===== src/sv/qsed_pkg.sv =====
package qsed_pkg;

  // Decoder modes
  localparam logic [2:0] M_BETWEEN   = 3'd0;
  localparam logic [2:0] M_STRING    = 3'd1;
  localparam logic [2:0] M_ESCAPE    = 3'd2;
  localparam logic [2:0] M_OCTAL     = 3'd3;
  localparam logic [2:0] M_HEX_FIRST = 3'd4;
  localparam logic [2:0] M_HEX       = 3'd5;
  localparam logic [2:0] M_ERROR     = 3'd6;

  // Result kinds
  localparam logic [1:0] KIND_BYTE = 2'd0;
  localparam logic [1:0] KIND_OK   = 2'd1;
  localparam logic [1:0] KIND_ERR  = 2'd2;

  localparam int unsigned MaxResults = 3;

  // Character codes
  localparam logic [7:0] CH_NUL    = 8'h00;
  localparam logic [7:0] CH_TAB    = 8'h09;
  localparam logic [7:0] CH_CR     = 8'h0D;
  localparam logic [7:0] CH_SPACE  = 8'h20;
  localparam logic [7:0] CH_QUOTE  = 8'h22;
  localparam logic [7:0] CH_ZERO   = 8'h30;
  localparam logic [7:0] CH_SEVEN  = 8'h37;
  localparam logic [7:0] CH_NINE   = 8'h39;
  localparam logic [7:0] CH_UP_A   = 8'h41;
  localparam logic [7:0] CH_UP_F   = 8'h46;
  localparam logic [7:0] CH_BSLASH = 8'h5C;
  localparam logic [7:0] CH_LO_A   = 8'h61;
  localparam logic [7:0] CH_LO_B   = 8'h62;
  localparam logic [7:0] CH_LO_F   = 8'h66;
  localparam logic [7:0] CH_LO_N   = 8'h6E;
  localparam logic [7:0] CH_LO_R   = 8'h72;
  localparam logic [7:0] CH_LO_T   = 8'h74;
  localparam logic [7:0] CH_LO_V   = 8'h76;
  localparam logic [7:0] CH_LO_X   = 8'h78;

  typedef struct packed {
    logic [2:0] mode;
    logic [7:0] escape_value;
    logic [1:0] digit_count;
    logic       segment_seen;
  } dec_state_t;

  typedef struct packed {
    logic [1:0] kind;
    logic [7:0] data;
  } result_t;

  typedef struct packed {
    logic       valid;
    logic [3:0] value;
  } nibble_t;

  function automatic nibble_t hex_nibble(input logic [7:0] b);
    nibble_t r;
    r = '0;
    if (b >= CH_ZERO && b <= CH_NINE) begin
      r.valid = 1'b1;
      r.value = b[3:0];
    end else if ((b >= CH_LO_A && b <= CH_LO_F) || (b >= CH_UP_A && b <= CH_UP_F)) begin
      r.valid = 1'b1;
      r.value = b[3:0] + 4'd9;
    end
    return r;
  endfunction

  function automatic logic is_space(input logic [7:0] b);
    return (b == CH_SPACE) || (b >= CH_TAB && b <= CH_CR);
  endfunction

endpackage


===== src/sv/qsed_text_if.sv =====
interface qsed_text_if;
  logic       valid;
  logic       ready;
  logic [7:0] text_byte;
  logic       text_end;

  modport source (output valid, output text_byte, output text_end, input ready);
  modport sink (input valid, input text_byte, input text_end, output ready);
endinterface


===== src/sv/qsed_result_if.sv =====
interface qsed_result_if;
  logic       valid;
  logic       ready;
  logic [1:0] result_kind;
  logic [7:0] decoded_byte;
  logic       run_last;

  modport source (output valid, output result_kind, output decoded_byte, output run_last,
                  input ready);
  modport sink (input valid, input result_kind, input decoded_byte, input run_last,
                output ready);
endinterface


===== src/sv/qsed_step.sv =====
module qsed_step (
  input  qsed_pkg::dec_state_t state_i,
  input  logic [7:0]           byte_i,
  input  logic                 end_i,
  output qsed_pkg::dec_state_t state_o,
  output qsed_pkg::result_t    res_o [qsed_pkg::MaxResults],
  output logic [1:0]           count_o
);
  import qsed_pkg::*;

  nibble_t    nib;
  logic [1:0] dc_inc;
  logic [7:0] oct_val;

  assign nib     = hex_nibble(byte_i);
  assign dc_inc  = state_i.digit_count + 2'd1;
  assign oct_val = {state_i.escape_value[4:0], byte_i[2:0]};

  always_comb begin
    state_o = state_i;
    count_o = 2'd0;
    for (int k = 0; k < MaxResults; k++) begin
      res_o[k] = '0;
    end

    if (state_i.mode != M_ERROR && byte_i == CH_NUL) begin
      state_o.mode = M_ERROR;
    end else begin
      unique case (state_i.mode)
        M_BETWEEN: begin
          if (byte_i == CH_QUOTE) begin
            state_o.mode         = M_STRING;
            state_o.segment_seen = 1'b1;
          end else if (!is_space(byte_i)) begin
            state_o.mode = M_ERROR;
          end
        end
        M_STRING: begin
          if (byte_i == CH_QUOTE) begin
            state_o.mode = M_BETWEEN;
          end else if (byte_i == CH_BSLASH) begin
            state_o.mode = M_ESCAPE;
          end else begin
            res_o[count_o] = '{kind: KIND_BYTE, data: byte_i};
            count_o        = count_o + 2'd1;
          end
        end
        M_ESCAPE: begin
          state_o.mode = M_STRING;
          if (byte_i >= CH_ZERO && byte_i <= CH_SEVEN) begin
            state_o.escape_value = {5'd0, byte_i[2:0]};
            state_o.digit_count  = 2'd1;
            state_o.mode         = M_OCTAL;
          end else if (byte_i == CH_LO_X) begin
            state_o.escape_value = 8'd0;
            state_o.mode         = M_HEX_FIRST;
          end else begin
            res_o[count_o].kind = KIND_BYTE;
            unique case (byte_i)
              CH_LO_A: res_o[count_o].data = 8'd7;
              CH_LO_B: res_o[count_o].data = 8'd8;
              CH_LO_F: res_o[count_o].data = 8'd12;
              CH_LO_N: res_o[count_o].data = 8'd10;
              CH_LO_R: res_o[count_o].data = 8'd13;
              CH_LO_T: res_o[count_o].data = 8'd9;
              CH_LO_V: res_o[count_o].data = 8'd11;
              default: res_o[count_o].data = byte_i;
            endcase
            count_o = count_o + 2'd1;
          end
        end
        M_OCTAL: begin
          if (byte_i >= CH_ZERO && byte_i <= CH_SEVEN) begin
            state_o.escape_value = oct_val;
            state_o.digit_count  = dc_inc;
            if (dc_inc == 2'd3) begin
              res_o[count_o]       = '{kind: KIND_BYTE, data: oct_val};
              count_o              = count_o + 2'd1;
              state_o.escape_value = 8'd0;
              state_o.digit_count  = 2'd0;
              state_o.mode         = M_STRING;
            end
          end else begin
            // flush the pending value, then treat the byte as ordinary
            res_o[count_o]       = '{kind: KIND_BYTE, data: state_i.escape_value};
            count_o              = count_o + 2'd1;
            state_o.escape_value = 8'd0;
            state_o.digit_count  = 2'd0;
            state_o.mode         = M_STRING;
            if (byte_i == CH_QUOTE) begin
              state_o.mode = M_BETWEEN;
            end else if (byte_i == CH_BSLASH) begin
              state_o.mode = M_ESCAPE;
            end else begin
              res_o[count_o] = '{kind: KIND_BYTE, data: byte_i};
              count_o        = count_o + 2'd1;
            end
          end
        end
        M_HEX_FIRST: begin
          if (!nib.valid) begin
            state_o.mode = M_ERROR;
          end else begin
            state_o.escape_value = {4'd0, nib.value};
            state_o.mode         = M_HEX;
          end
        end
        M_HEX: begin
          if (nib.valid) begin
            state_o.escape_value = {state_i.escape_value[3:0], nib.value};
          end else begin
            res_o[count_o]       = '{kind: KIND_BYTE, data: state_i.escape_value};
            count_o              = count_o + 2'd1;
            state_o.escape_value = 8'd0;
            state_o.mode         = M_STRING;
            if (byte_i == CH_QUOTE) begin
              state_o.mode = M_BETWEEN;
            end else if (byte_i == CH_BSLASH) begin
              state_o.mode = M_ESCAPE;
            end else begin
              res_o[count_o] = '{kind: KIND_BYTE, data: byte_i};
              count_o        = count_o + 2'd1;
            end
          end
        end
        default: begin
          state_o.mode = M_ERROR;
        end
      endcase
    end

    if (end_i) begin
      res_o[count_o].kind = (state_o.mode == M_BETWEEN && state_o.segment_seen)
                            ? KIND_OK : KIND_ERR;
      res_o[count_o].data = 8'd0;
      count_o             = count_o + 2'd1;
      state_o             = '{mode: M_BETWEEN, escape_value: 8'd0, digit_count: 2'd0,
                              segment_seen: 1'b0};
    end
  end

endmodule


===== src/sv/quoted_string_escape_decoder_core.sv =====
// Quoted string escape decoder.
// Channels: text_i takes one byte of a value text per transfer, with text_end
// marking the final byte; result_o gives decoded bytes and, after the final
// byte, one ok or error status. run_last flags the last result of each byte.
// Pipeline: an input register holds the accepted byte; the decode step reads
// it with the decoder state and loads the results of that byte (none to
// three) into a run register, which drains one result per transfer.
// Path: a byte's results pass through the input register and then the run
// register before result_o offers them. Throughput: one byte per cycle while
// result_o is ready and each byte yields at most one result; a byte yielding
// k results holds the run register for k output transfers.
// Bytes that yield nothing (whitespace, quotes, escape prefixes) pass through
// at one per cycle even while a run waits.
// Stall: when result_o is not ready the run register holds, the input
// register fills and then text_i.ready drops; nothing is lost.
// Reset: rst_ni clears both registers' valid flags and puts the decoder
// between segments with no segment seen.
module quoted_string_escape_decoder_core (
  input  logic                 clk_i,
  input  logic                 rst_ni,
  qsed_text_if.sink            text_i,
  qsed_result_if.source        result_o
);
  import qsed_pkg::*;

  // input register
  logic       in_valid_q;
  logic [7:0] in_byte_q;
  logic       in_end_q;

  // decoder state
  dec_state_t state_q, state_d;

  // run register: results of one byte, drained slot by slot
  result_t    run_q [MaxResults];
  result_t    step_res [MaxResults];
  logic [1:0] step_cnt;
  logic       run_valid_q;
  logic [1:0] run_cnt_q;
  logic [1:0] run_idx_q;

  logic run_at_last;
  logic run_free;
  logic consume;

  qsed_step u_step (
    .state_i (state_q),
    .byte_i  (in_byte_q),
    .end_i   (in_end_q),
    .state_o (state_d),
    .res_o   (step_res),
    .count_o (step_cnt)
  );

  assign run_at_last = (run_idx_q == run_cnt_q - 2'd1);
  // run register can take a new run this cycle
  assign run_free    = !run_valid_q || (result_o.ready && run_at_last);
  // advance the input register when its results have somewhere to go
  assign consume     = in_valid_q && ((step_cnt == 2'd0) || run_free);

  assign text_i.ready = !in_valid_q || consume;

  assign result_o.valid        = run_valid_q;
  assign result_o.result_kind  = run_q[run_idx_q].kind;
  assign result_o.decoded_byte = run_q[run_idx_q].data;
  assign result_o.run_last     = run_at_last;

  always_ff @(posedge clk_i or negedge rst_ni) begin
    if (!rst_ni) begin
      in_valid_q <= 1'b0;
    end else if (text_i.ready) begin
      in_valid_q <= text_i.valid;
    end
  end

  // payload needs no reset
  always_ff @(posedge clk_i) begin
    if (text_i.ready && text_i.valid) begin
      in_byte_q <= text_i.text_byte;
      in_end_q  <= text_i.text_end;
    end
  end

  always_ff @(posedge clk_i or negedge rst_ni) begin
    if (!rst_ni) begin
      state_q <= '{mode: M_BETWEEN, escape_value: 8'd0, digit_count: 2'd0,
                   segment_seen: 1'b0};
    end else if (consume) begin
      state_q <= state_d;
    end
  end

  always_ff @(posedge clk_i or negedge rst_ni) begin
    if (!rst_ni) begin
      run_valid_q <= 1'b0;
      run_cnt_q   <= 2'd0;
      run_idx_q   <= 2'd0;
    end else if (consume && step_cnt != 2'd0) begin
      // load a fresh run; run_free guaranteed the old one is gone
      run_valid_q <= 1'b1;
      run_cnt_q   <= step_cnt;
      run_idx_q   <= 2'd0;
    end else if (run_valid_q && result_o.ready) begin
      if (run_at_last) begin
        run_valid_q <= 1'b0;
      end else begin
        run_idx_q <= run_idx_q + 2'd1;
      end
    end
  end

  always_ff @(posedge clk_i) begin
    if (consume && step_cnt != 2'd0) begin
      for (int k = 0; k < MaxResults; k++) begin
        run_q[k] <= step_res[k];
      end
    end
  end

endmodule


===== src/flat_wrapper.sv =====
// flat-port wrapper written by rule: the top's interface ports become plain ports
module quoted_string_escape_decoder_core_flat import qsed_pkg::*;
  (clk_i, rst_ni, text_i_valid, text_i_text_byte, text_i_text_end, text_i_ready, result_o_valid, result_o_result_kind, result_o_decoded_byte, result_o_run_last, result_o_ready);
  qsed_text_if text_i_i ();
  qsed_result_if result_o_i ();
  input  logic clk_i;
  input  logic rst_ni;
  input wire logic [$bits(text_i_i.valid)-1:0] text_i_valid;
  input wire logic [$bits(text_i_i.text_byte)-1:0] text_i_text_byte;
  input wire logic [$bits(text_i_i.text_end)-1:0] text_i_text_end;
  output wire logic [$bits(text_i_i.ready)-1:0] text_i_ready;
  output wire logic [$bits(result_o_i.valid)-1:0] result_o_valid;
  output wire logic [$bits(result_o_i.result_kind)-1:0] result_o_result_kind;
  output wire logic [$bits(result_o_i.decoded_byte)-1:0] result_o_decoded_byte;
  output wire logic [$bits(result_o_i.run_last)-1:0] result_o_run_last;
  input wire logic [$bits(result_o_i.ready)-1:0] result_o_ready;
  assign text_i_i.valid = text_i_valid;
  assign text_i_i.text_byte = text_i_text_byte;
  assign text_i_i.text_end = text_i_text_end;
  assign text_i_ready = text_i_i.ready;
  assign result_o_valid = result_o_i.valid;
  assign result_o_result_kind = result_o_i.result_kind;
  assign result_o_decoded_byte = result_o_i.decoded_byte;
  assign result_o_run_last = result_o_i.run_last;
  assign result_o_i.ready = result_o_ready;
  quoted_string_escape_decoder_core u_core (.clk_i(clk_i), .rst_ni(rst_ni), .text_i(text_i_i), .result_o(result_o_i));
endmodule

===== config.mk =====
export PLATFORM = sky130hd
export DESIGN_NAME = quoted_string_escape_decoder_core_flat
export DESIGN_NICKNAME = d
export VERILOG_FILES = /design/src/sv/qsed_pkg.sv /design/src/sv/qsed_text_if.sv /design/src/sv/qsed_result_if.sv /design/src/sv/qsed_step.sv /design/src/sv/quoted_string_escape_decoder_core.sv /design/src/flat_wrapper.sv
export SDC_FILE = /design/constraint.sdc
export NUM_CORES = 1
export LEC_CHECK = 0
export ABC_AREA = 0
export BUFFER_PORTS_ARGS = -buffer_cell sky130_fd_sc_hd__buf_2
export CAP_MARGIN = 20
export CELL_PAD_IN_SITES_DETAIL_PLACEMENT = 0
export CELL_PAD_IN_SITES_GLOBAL_PLACEMENT = 1
export CORE_ASPECT_RATIO = 1.75
export CORE_UTILIZATION = 33
export CTS_BUF_LIST = sky130_fd_sc_hd__clkbuf_16
export DETAILED_ROUTE_END_ITERATION = 6
export PLACE_DENSITY = 0.66
export SLEW_MARGIN = 25
export SYNTH_ARGS = -nofsm -noshare
export SYNTH_HDL_FRONTEND = slang
export SYNTH_SLANG_ARGS = --single-unit

===== constraint.sdc =====
create_clock -name clk_i -period 8.4 [get_ports clk_i]
set_input_delay 1.26 -clock clk_i [delete_from_list [all_inputs] [get_ports clk_i]]
set_output_delay 1.26 -clock clk_i [all_outputs]
set_load 0.1 [all_outputs]

Word-level counts from Yosys, hierarchy flattened:

Memory sizes are Yosys's and may differ from the RTL's.
Cells that the tools add are included.

* logic and storage cells: 150
* input bits: 13
* bits in writable memories: 30
* output and inout port bits: 13
* bits in registers: 29
* memories: 1

* add/subtract/negate cells: 5
* muxes and demuxes: 65
* $lt $le $gt $ge: 11
* equal/unequal tests: 24
* bitwise operators: 1
* reduce and logical (&&, ||, !) cells: 33

Memories
* u_core.run_q: words 3, bits a word 10, rd ports 1, clocked after Yosys merged registers in 0, write ports 3, RTL line quoted_string_escape_decoder_core.sv:35 `result_t run_q [MaxResults];`

Operator list (number)
* $mux 8: 10
* $eq 8x7->1 const B: 9
* $pmux 8 s4: 2
* $bwmux 30: 2
* $pmux 8 s7: 1
* $demux 10 s2: 2
* $mux 11: 3
* $mux 2: 15
* $mux 30: 1
* $mux 13: 2
* $mux 20: 1
* $pmux 10 s2: 1
* $mux 18: 1
* $mux 3: 6
* $pmux 3 s6: 1
* $eq 8x6->1 const B: 2
* $ge 8x7->1 const B: 2
* $le 8x6->1 const B: 2
* $le 8x7->1 const B: 2
* $mux 14: 1
* $logic_and 1x1->1: 13
* $mux 1: 11
* $mux 10: 1
* $mux 5: 2
* 32 further kinds: 46

Longest topological paths before layout:

Gate-level depths: netlist (run 1).

* word-level depth: 16
* mapped depth: 15
* mapped depth without buffers: 14

Hierarchy:

Synthesis (run 1) repeated with hierarchy kept, for this count alone.

* cell total of the unflattened synthesis: 407
* area, all modules: 4000.1 um^2

Modules (own cells, without submodules)
* quoted_string_escape_decoder_core: instances 1, cells each 141, area each 2304.7 um^2, sequential area each 1671.6 um^2
* qsed_step: instances 1, cells each 266, area each 1695.4 um^2, sequential area each 0.0 um^2

Least setup slack after synthesis (run 1):

Ideal clock, no wire load.

* path kind: register to output
* start point: register u_core.run_idx_q[1]
* end point: output text_i_ready
* required time: 7.140 ns
* slack: 3.287 ns
* data arrival time: 3.853 ns
* stages on the path, launching flop included: 6
* buffers on the path: 0
* cells stage by stage: dfrtp_1 -> xnor2_1 -> nand2_1 -> o22ai_1 -> a21boi_0 -> nand3_1

* word-level cells in the longest chain between the ends: 6

RTL lines
* start: declaration: RTL line quoted_string_escape_decoder_core.sv:40 `logic [1:0] run_idx_q;`
* start signal: assignment: RTL line quoted_string_escape_decoder_core.sv:107 `run_idx_q <= run_idx_q + 2'd1;`
* $eq 2x2->1: RTL line quoted_string_escape_decoder_core.sv:55 `assign run_at_last = (run_idx_q == run_cnt_q - 2'd1);`
* net result_o_run_last: RTL line flat_wrapper.sv:15 `output wire logic [$bits(result_o_i.run_last)-1:0] result_o_run_last;`
* $logic_and 1x1->1: RTL line quoted_string_escape_decoder_core.sv:57 `assign run_free = !run_valid_q || (result_o.ready && run_at_last);`
* $logic_or 1x1->1: RTL line quoted_string_escape_decoder_core.sv:57
* $logic_or 1x1->1: RTL line quoted_string_escape_decoder_core.sv:59 `assign consume = in_valid_q && ((step_cnt == 2'd0) || run_free);`
* $logic_and 1x1->1: RTL line quoted_string_escape_decoder_core.sv:59
* $logic_or 1x1->1: RTL line quoted_string_escape_decoder_core.sv:61 `assign text_i.ready = !in_valid_q || consume;`
* end: declaration: RTL line flat_wrapper.sv:11 `output wire logic [$bits(text_i_i.ready)-1:0] text_i_ready;`

The timed path passes the listed nets, and every way through them passes these cells.

Worst setup path in the final report (run 1):

* start point: register u_core.in_byte_q[0]
* end point: output text_i_ready

* word-level cells in the longest chain between the ends: 14
* elaborated cells between the ends (all ways): 35
* those cells by class: add/sub (1); order compare (7); eq/ne (3); mux (13); reduce/logical (11)

RTL lines
* start: declaration: RTL line quoted_string_escape_decoder_core.sv:28 `logic [7:0] in_byte_q;`
* start signal: assignment: RTL line quoted_string_escape_decoder_core.sv:79 `in_byte_q <= text_i.text_byte;`
* $ge 8x7->1 or $le 8x7->1 (tied branches): RTL line qsed_pkg.sv:63 `end else if ((b >= CH_LO_A && b <= CH_LO_F) || (b >= CH_UP_A && b <= CH_UP_F)) begin`
* $logic_and 1x1->1: RTL line qsed_pkg.sv:63
* $logic_or 1x1->1: RTL line qsed_pkg.sv:63
* $mux 5: RTL line qsed_pkg.sv:63
* $mux 5: RTL line qsed_pkg.sv:60 `if (b >= CH_ZERO && b <= CH_NINE) begin`
* $mux 2: RTL line qsed_step.sv:109 `if (nib.valid) begin`
* $pmux 2 s4: RTL line qsed_step.sv:29 `unique case (state_i.mode)`
* $mux 2 *: RTL line qsed_step.sv:26 `if (state_i.mode != M_ERROR && byte_i == CH_NUL) begin`
* $add 2x1->2: RTL line qsed_step.sv:136 `count_o = count_o + 2'd1;`
* $mux 2 *: RTL line qsed_step.sv:132 `if (end_i) begin`
* $logic_not 2->1 *: RTL line quoted_string_escape_decoder_core.sv:59
* $logic_or 1x1->1 *: RTL line quoted_string_escape_decoder_core.sv:59
* $logic_and 1x1->1 *: RTL line quoted_string_escape_decoder_core.sv:59
* $logic_or 1x1->1 *: RTL line quoted_string_escape_decoder_core.sv:61

Mark *: on every way between the ends. The rest lies on a longest branch, timed or not.

==> summary.txt, run 1 <==
Min path
  • Type of the worst min-delay path: flop to flop
  • Worst hold path depth: 1

Cells and area
  • Layout Utilization: 0.3794
  • Multi-input gate area: 1829 sq um
  • Final instance area: 3760 sq um
  • NumNets Final: 377
  • FF/Latch Area: 1431 sq um
  • Diode count: 0
  • Fill cells: 1011
  • Share of cells above drive strength 1: 0.1737
  • Most frequent cells in the layout: nand2_1 (34), nor2_1 (34), edfxtp_1 (31)
  • Layout Area Growth over Synthesis: 11.21%

Synth
  • Number of synthesized flops with an enable pin: 31
  • Ys Warns: 0
  • Top area cells in the synthesized netlist: edfxtp_1 (28%), dfrtp_1 (15%), nand2_1 (3.8%)
  • #FFs+latches synth: 51
  • Async S/R FF share, synth: 0.3922
  • Leading area contributor after synthesis: edfxtp_1
  • Sequential area share after synthesis: 0.4234
  • Synth unique cells: 76
  • Post-Synthesis Cells: 341
  • Mapped Area: 3381 sq um
  • Mapped Nets: 362
  • Top-area cell type share of the netlist area: 0.2754
  • Syn Area/Cell: 9.914 sq um
  • Top_reg_cell synth: edfxtp_1

Detailed routing
  • Post-route ant nets: 0
  • DR pass1 iterations: 4
  • Total Wirelength: 8525 um
  • WL per Instance: 17.69 um
  • Via count: 2714
  • Vias/cell: 5.631
  • Iter 0 DRT Violations: 219
  • Detailed-route DRC error count: 0

Die
  • Initial Utilization: 0.3412
  • Total core area: 9910 sq um
  • # IOs: 26
  • Total die area: 10670 sq um
  • Die Y: 135.9 um
  • Die span in x: 78.51 um
  • Row count: 48

Power and ir drop
  • VDD IR max: 167.0 uV
  • Int Pwr: 673.8 uW
  • Pwr Density: 369.2 nW/um^2
  • Pleak: 0.001433 uW
  • Clock power frac: 0.166
  • Switching Share: 0.5146
  • Logic pwr share: 0.520
  • Seq pwr share: 0.314
  • P_sw: 714.3 uW

STA
  • Worst Skew: 0.003726 ns
  • Fmax: 0.1876 GHz
  • Final Cycle Share: 0.6345
  • Slew of the pin with the lowest slew margin: 1.016 ns
  • Final Hold Violating Endpoints: 0
  • Max Slew Vio Count: 0
  • Rel. slew slack: 0.3156
  • Unrepaired setup endpoints after global routing: false
  • Final TNS setup: 0 ns
  • # setup viols final: 0
  • Fin crit period: 5.329 ns

Setup path
  • Reg2Reg Depth: 12
  • Worst Setup End Kind: primary output
  • Crit path kind: flop to primary output
  • Delay-heaviest family, CP: simple AND/OR/NAND/NOR gates
  • Worst path depth: 13
  • Crit-path cells: inv_1, ha_1, or3b_2, o2111a_1, a211oi_1, and4_1, inv_1, ha_1, inv_1, o2111ai_1, o31a_1, nand3_1, buf_2
  • Cell mode on critical path: inv_1
  • Critical Path RT: 7.14 ns
  • Critical-path top delay cell: edfxtp_1
  • Bufs and invs on worst path: 4
  • Startpoint class of the critical path: flop
  • Critical path peak fanout: 7
  • Worst EP arrival: 4.07 ns
  • Max incr delay on CP: 0.49 ns

Global route
  • Largest net degree at the start of global routing: 25
  • Grt ovf: 0
  • Number of global-route vias before repair: 2711
  • Global-route usage over all layers: 0.1720
  • First-pass GRT wire length: 14070 um
  • Initial antenna violation count: 0

Clocking
  • Root Driver: clkbuf_16
  • Cts bufs inserted: 5
  • CTS resizes: 0
  • CTS tree: yes
  • Post-CTS Setup Repair Bufs: 0
  • H-Tree Depth: 2
  • Reg clk slew, reported paths: 0.07 ns
  • CTS Buffer Depth: 2
  • CTS sink cnt: 51
  • Hold_buf cts: 0
  • Clk_lat worst skew: 0.29 ns

Place
  • Placer Congestion: 0.8554
  • Dpl hpwl: 6528 um
  • Placed cell area: 3593 sq um
  • I/O Buffers: 25

Job
  • Maxcap violations: 0

Status
  • Outcome: finished clean
## sequential cells by signal, indices dropped and copies added (netlist names)
signal                 flops
u_core.run_idx_q           2
u_core.in_valid_q          1
u_core.result_o.valid      1
u_core.in_end_q            1
u_core.run_q              22
u_core.in_byte_q           8
u_core.state_q            14
u_core.run_cnt_q           2
## routing by layer
metal  share of wire  global-route usage  wire length [um]  up-vias
li1                -                   -                 -     1315
met1            0.38              0.1915              3280     1310
met2            0.55              0.3159              4679       66
met3           0.029             0.01879               251       23
met4           0.037             0.08848               314        0
met5               0                   0                 0        -
## kinds of logic (layout without fill, tap and decap cells)
logic type / Yosys count / in the layout / synth area share
adder cells (fa/ha/maj): 8 / 8 / 0.02961
multiplexers: 14 / 14 / 0.04626
flip-flops: 51 / 51 / 0.4234
XOR/XNOR: 6 / 6 / 0.01554
AND/OR/NAND/NOR: 141 / 141 / 0.2413
buffers and inverters: 28 / 44 / 0.03553
AO/OA/AOI/OAI: 93 / 93 / 0.2084
## synthesized netlist by cell type (5+ instances only)
cell type  count
nand2_1       34
nor2_1        34
edfxtp_1      31
dfrtp_1       20
o21ai_0       19
a21oi_1       12
clkbuf_1      11
mux2i_1       10
and2_1         9
ha_1           8
inv_1          8
nand3_1        8
nor2b_1        8
a31oi_1        7
nand2b_1       6
and3_1         5
nor3_1         5
o2bb2ai_1      5
## path summary, 6_finish.rpt
| path | end | startpoint | slack (ns) |
|---|---|---|---|
| max in group asynchronous | u_core.state_q[5] | rst_ni | 7.13 |
| worst max-delay path | text_i_ready | u_core.in_byte_q[0] | 3.07 |
| worst min register to register | u_core.state_q[8] | u_core.state_q[8] | 0.49 |
| worst max register to register | u_core.run_q[0][1] | u_core.in_byte_q[0] | 3.99 |
| worst min-delay path | u_core.state_q[8] | u_core.state_q[8] | 0.49 |
| min in group asynchronous | u_core.state_q[0] | rst_ni | 0.93 |
## cell type report
| class | instances | area share |
|---|---|---|
| well taps | 125 | 0.04160 |
| inverters | 9 | 0.009651 |
| flip-flops and latches | 51 | 0.3807 |
| clock buffers | 5 | 0.03328 |
| clock inverters | 3 | 0.01098 |
| repair buffers | 27 | 0.03727 |
| multi-input cells | 262 | 0.4865 |
## metrics by stage
| step | worst slack, ns | std cells | hold slack [ns] | power [uW] |
|---|---|---|---|---|
| global placement | 3.482 | 474 | 0.4730 | 1165 |
| global route | 2.872 | 482 | 0.5147 | 1477 |
| CTS | 3.088 | 482 | 0.4934 | 1400 |
| floorplan | 3.287 | 341 | 0.4560 | 1025 |
| detailed placement | 3.410 | 474 | 0.4733 | 1168 |
| finish | 3.071 | 482 | 0.4917 | 1388 |
## power by group through the flow
stage / sequential, uW / clock [uW] / combinational [uW]
floorplan: 390 / 0 / 634
global placement: 438 / 0 / 727
detailed placement: 441 / 0 / 728
CTS: 435 / 236 / 729
global route: 449 / 247 / 781
finish: 435 / 231 / 722
No activity file was read; power rests on OpenSTA's default activity.
==> run 2, diff against run 1 <==
Settings changed: PLACE_DENSITY 0.66 to 0.68.
Clock period 8.4 ns to 4.8 ns, I/O delays scaled along.
==> summary.txt, run 2 (synthesis results as in run 1) <==
Status
  • Outcome: finished clean

Global route
  • Initial antenna violation count: 0 (unchanged)
  • Largest net degree at the start of global routing: 25 (unchanged)
  • First-pass GRT wire length: 14030 um (-0.30%)
  • Grt ovf: 0 (unchanged)
  • Number of global-route vias before repair: 2652 (-2.2%)
  • Global-route usage over all layers: 0.1731 (+0.001041)

Min path
  • Type of the worst min-delay path: input pin to asynchronous set/reset pin

Clocking
  • Cts bufs inserted: 5 (unchanged)
  • H-Tree Depth: 2 (unchanged)
  • Clk_lat worst skew: 0.29 ns (about the same)
  • Root Driver: clkbuf_16
  • CTS tree: yes
  • Reg clk slew, reported paths: 0.07 ns (about the same)
  • Hold_buf cts: 0 (unchanged)
  • CTS sink cnt: 51 (unchanged)
  • CTS Buffer Depth: 2 (unchanged)
  • Post-CTS Setup Repair Bufs: 0 (unchanged)

STA
  • Fin crit period: 4.519 ns
  • Final Cycle Share: 0.9415
  • Final TNS setup: 0 ns (unchanged)
  • # setup viols final: 0 (unchanged)
  • Unrepaired setup endpoints after global routing: false
  • Final Hold Violating Endpoints: 0 (unchanged)
  • Fin Hold WS: 0.3872 ns (-0.1045 ns)
  • Fmax: 0.2213 GHz
  • Max Slew Vio Count: 0 (unchanged)
  • Rel. slew slack: 0.3812 (+0.06554)
  • Slew of the pin with the lowest slew margin: 0.9185 ns (-0.09729 ns)
  • Worst Skew: 0.007760 ns (+0.004034 ns)

Power and ir drop
  • Pwr Density: 646.0 nW/um^2 (+75%)
  • VDD IR max: 312.2 uV (+87%)
  • Pleak: 0.001453 uW (+1.5%)

Cells and area
  • NumNets Final: 381 (+1.1%)
  • Max FFs per register: 22 (unchanged)
  • Layout Area Growth over Synthesis: 12.21%
  • Layout Utilization: 0.3828 (+0.003409)
  • Share of cells above drive strength 1: 0.1856 (+0.01193)
  • Largest Register: u_core.run_q
  • Regs by FF count: u_core.run_q (22), u_core.state_q (14), u_core.in_byte_q (8)
  • Most frequent cells in the layout: nand2_1 (34), nor2_1 (34), edfxtp_1 (31)
  • Diode count: 0 (unchanged)
  • Fill cells: 1043 (+3.2%)
  • Post-Layout Cell Count: 486 (+0.83%)

Die
  • # IOs: 26 (unchanged)
  • Total core area: 9910 sq um (unchanged)
  • Die span in x: 78.51 um (unchanged)
  • Initial Utilization: 0.3412 (unchanged)
  • Die Y: 135.9 um (unchanged)
  • Total die area: 10670 sq um (unchanged)
  • Row count: 48 (unchanged)

Place
  • Dpl hpwl: 6613 um (+1.3%)
  • I/O Buffers: 25 (unchanged)
  • Placer Congestion: 0.8939 (+4.5%)
  • # placed instances: 478 (+0.84%)

Setup path
  • Critical path peak fanout: 7 (unchanged)
  • Worst Setup End Kind: primary output
  • Critical Path RT: 4.08 ns (-3.06 ns)
  • Startpoint class of the critical path: flop
  • Worst EP arrival: 3.80 ns (-0.27 ns)
  • Crit path kind: flop to primary output

Detailed routing
  • Post-route ant nets: 0 (unchanged)
  • WL per Instance: 17.81 um (+0.71%)
  • DR WL met3: 198 um (-21%)
  • Iter 0 DRT Violations: 213 (-2.7%)
  • Via count: 2692 (-0.81%)
  • Vias/cell: 5.539 (-1.6%)
  • Total Wirelength: 8657 um (+1.5%)
  • Detailed-route DRC error count: 0 (unchanged)
  • DR pass1 iterations: 6 (+2)
  • Max layer used: met4
  • Routed wl met2: 4875 um (+4.2%)
  • WL met1: 3414 um (+4.1%)

Job
  • Maxcap violations: 0 (unchanged)
## run 2: critical path, stage by stage (launching register included)
cell and delay (ns):
edfxtp_1 0.48, inv_1 0.19, ha_1 0.22, or3b_2 0.48, o2111a_1 0.13, a211oi_1 0.27, and4_2 0.37, inv_1 0.10
ha_1 0.33, inv_1 0.05, o2111ai_1 0.16, o31a_1 0.27, nand3_1 0.11, clkbuf_4 0.33
## run 2: routing by layer
metal | global-route usage | vias up
met4 | 0.07922 | 0
met1 | 0.1880 | 1304
met2 | 0.3295 | 52
li1 | - | 1324
met3 | 0.01678 | 12
met5 | 0 | -
## run 2: power by group
part / internal, uW / total (uW) / switching, uW
Combinational: 359 / 1290 / 926
Clock: 244 / 406 / 162
Sequential: 588 / 759 / 171
Total: 1190 / 2450 / 1260
## run 2: cell type report
class / count / area [sq um] / share of cell area
Clock inverter: 3 / 41.29 / 0.01088
Multi-Input combinational cell: 262 / 1831 / 0.4825
Tap cell: 125 / 156.4 / 0.04123
Sequential cell: 51 / 1431 / 0.3773
Clock buffer: 5 / 125.1 / 0.03298
Timing Repair Buffer: 31 / 172.7 / 0.04551
Inverter: 9 / 36.28 / 0.009565
## run 2: stage by stage
stage               area [sq um]  power [uW]  setup slack, ns
floorplan                   3381        1794           0.2266
global placement            3623        2046           0.4964
detailed placement          3623        2056           0.4308
CTS                         3790        2470           0.1053
global route                3794        2587          0.05645
finish                      3794        2451           0.2806
## run 2: worst paths after layout
| path | from | endpoint | slack (ns) | cells past startpoint |
|---|---|---|---|---|
| max | u_core.in_byte_q[0] | text_i_ready | 0.28 | 13 |
| min | rst_ni | u_core.state_q[0] | 0.39 | 1 |
| max reg2reg | u_core.in_byte_q[0] | u_core.run_q[0][5] | 0.99 | 13 |
| min reg2reg | u_core.state_q[10] | u_core.state_q[10] | 0.49 | 1 |
| max in group asynchronous | rst_ni | u_core.state_q[7] | 4.06 | 1 |
| min in group clk_i | u_core.state_q[10] | u_core.state_q[10] | 0.49 | 1 |
## run 2: what timing repair did
item	4_1_cts	5_1_grt
gates resized for setup	0	2
setup endpoints to repair	0	1
endpoints found under the hold margin	0	0
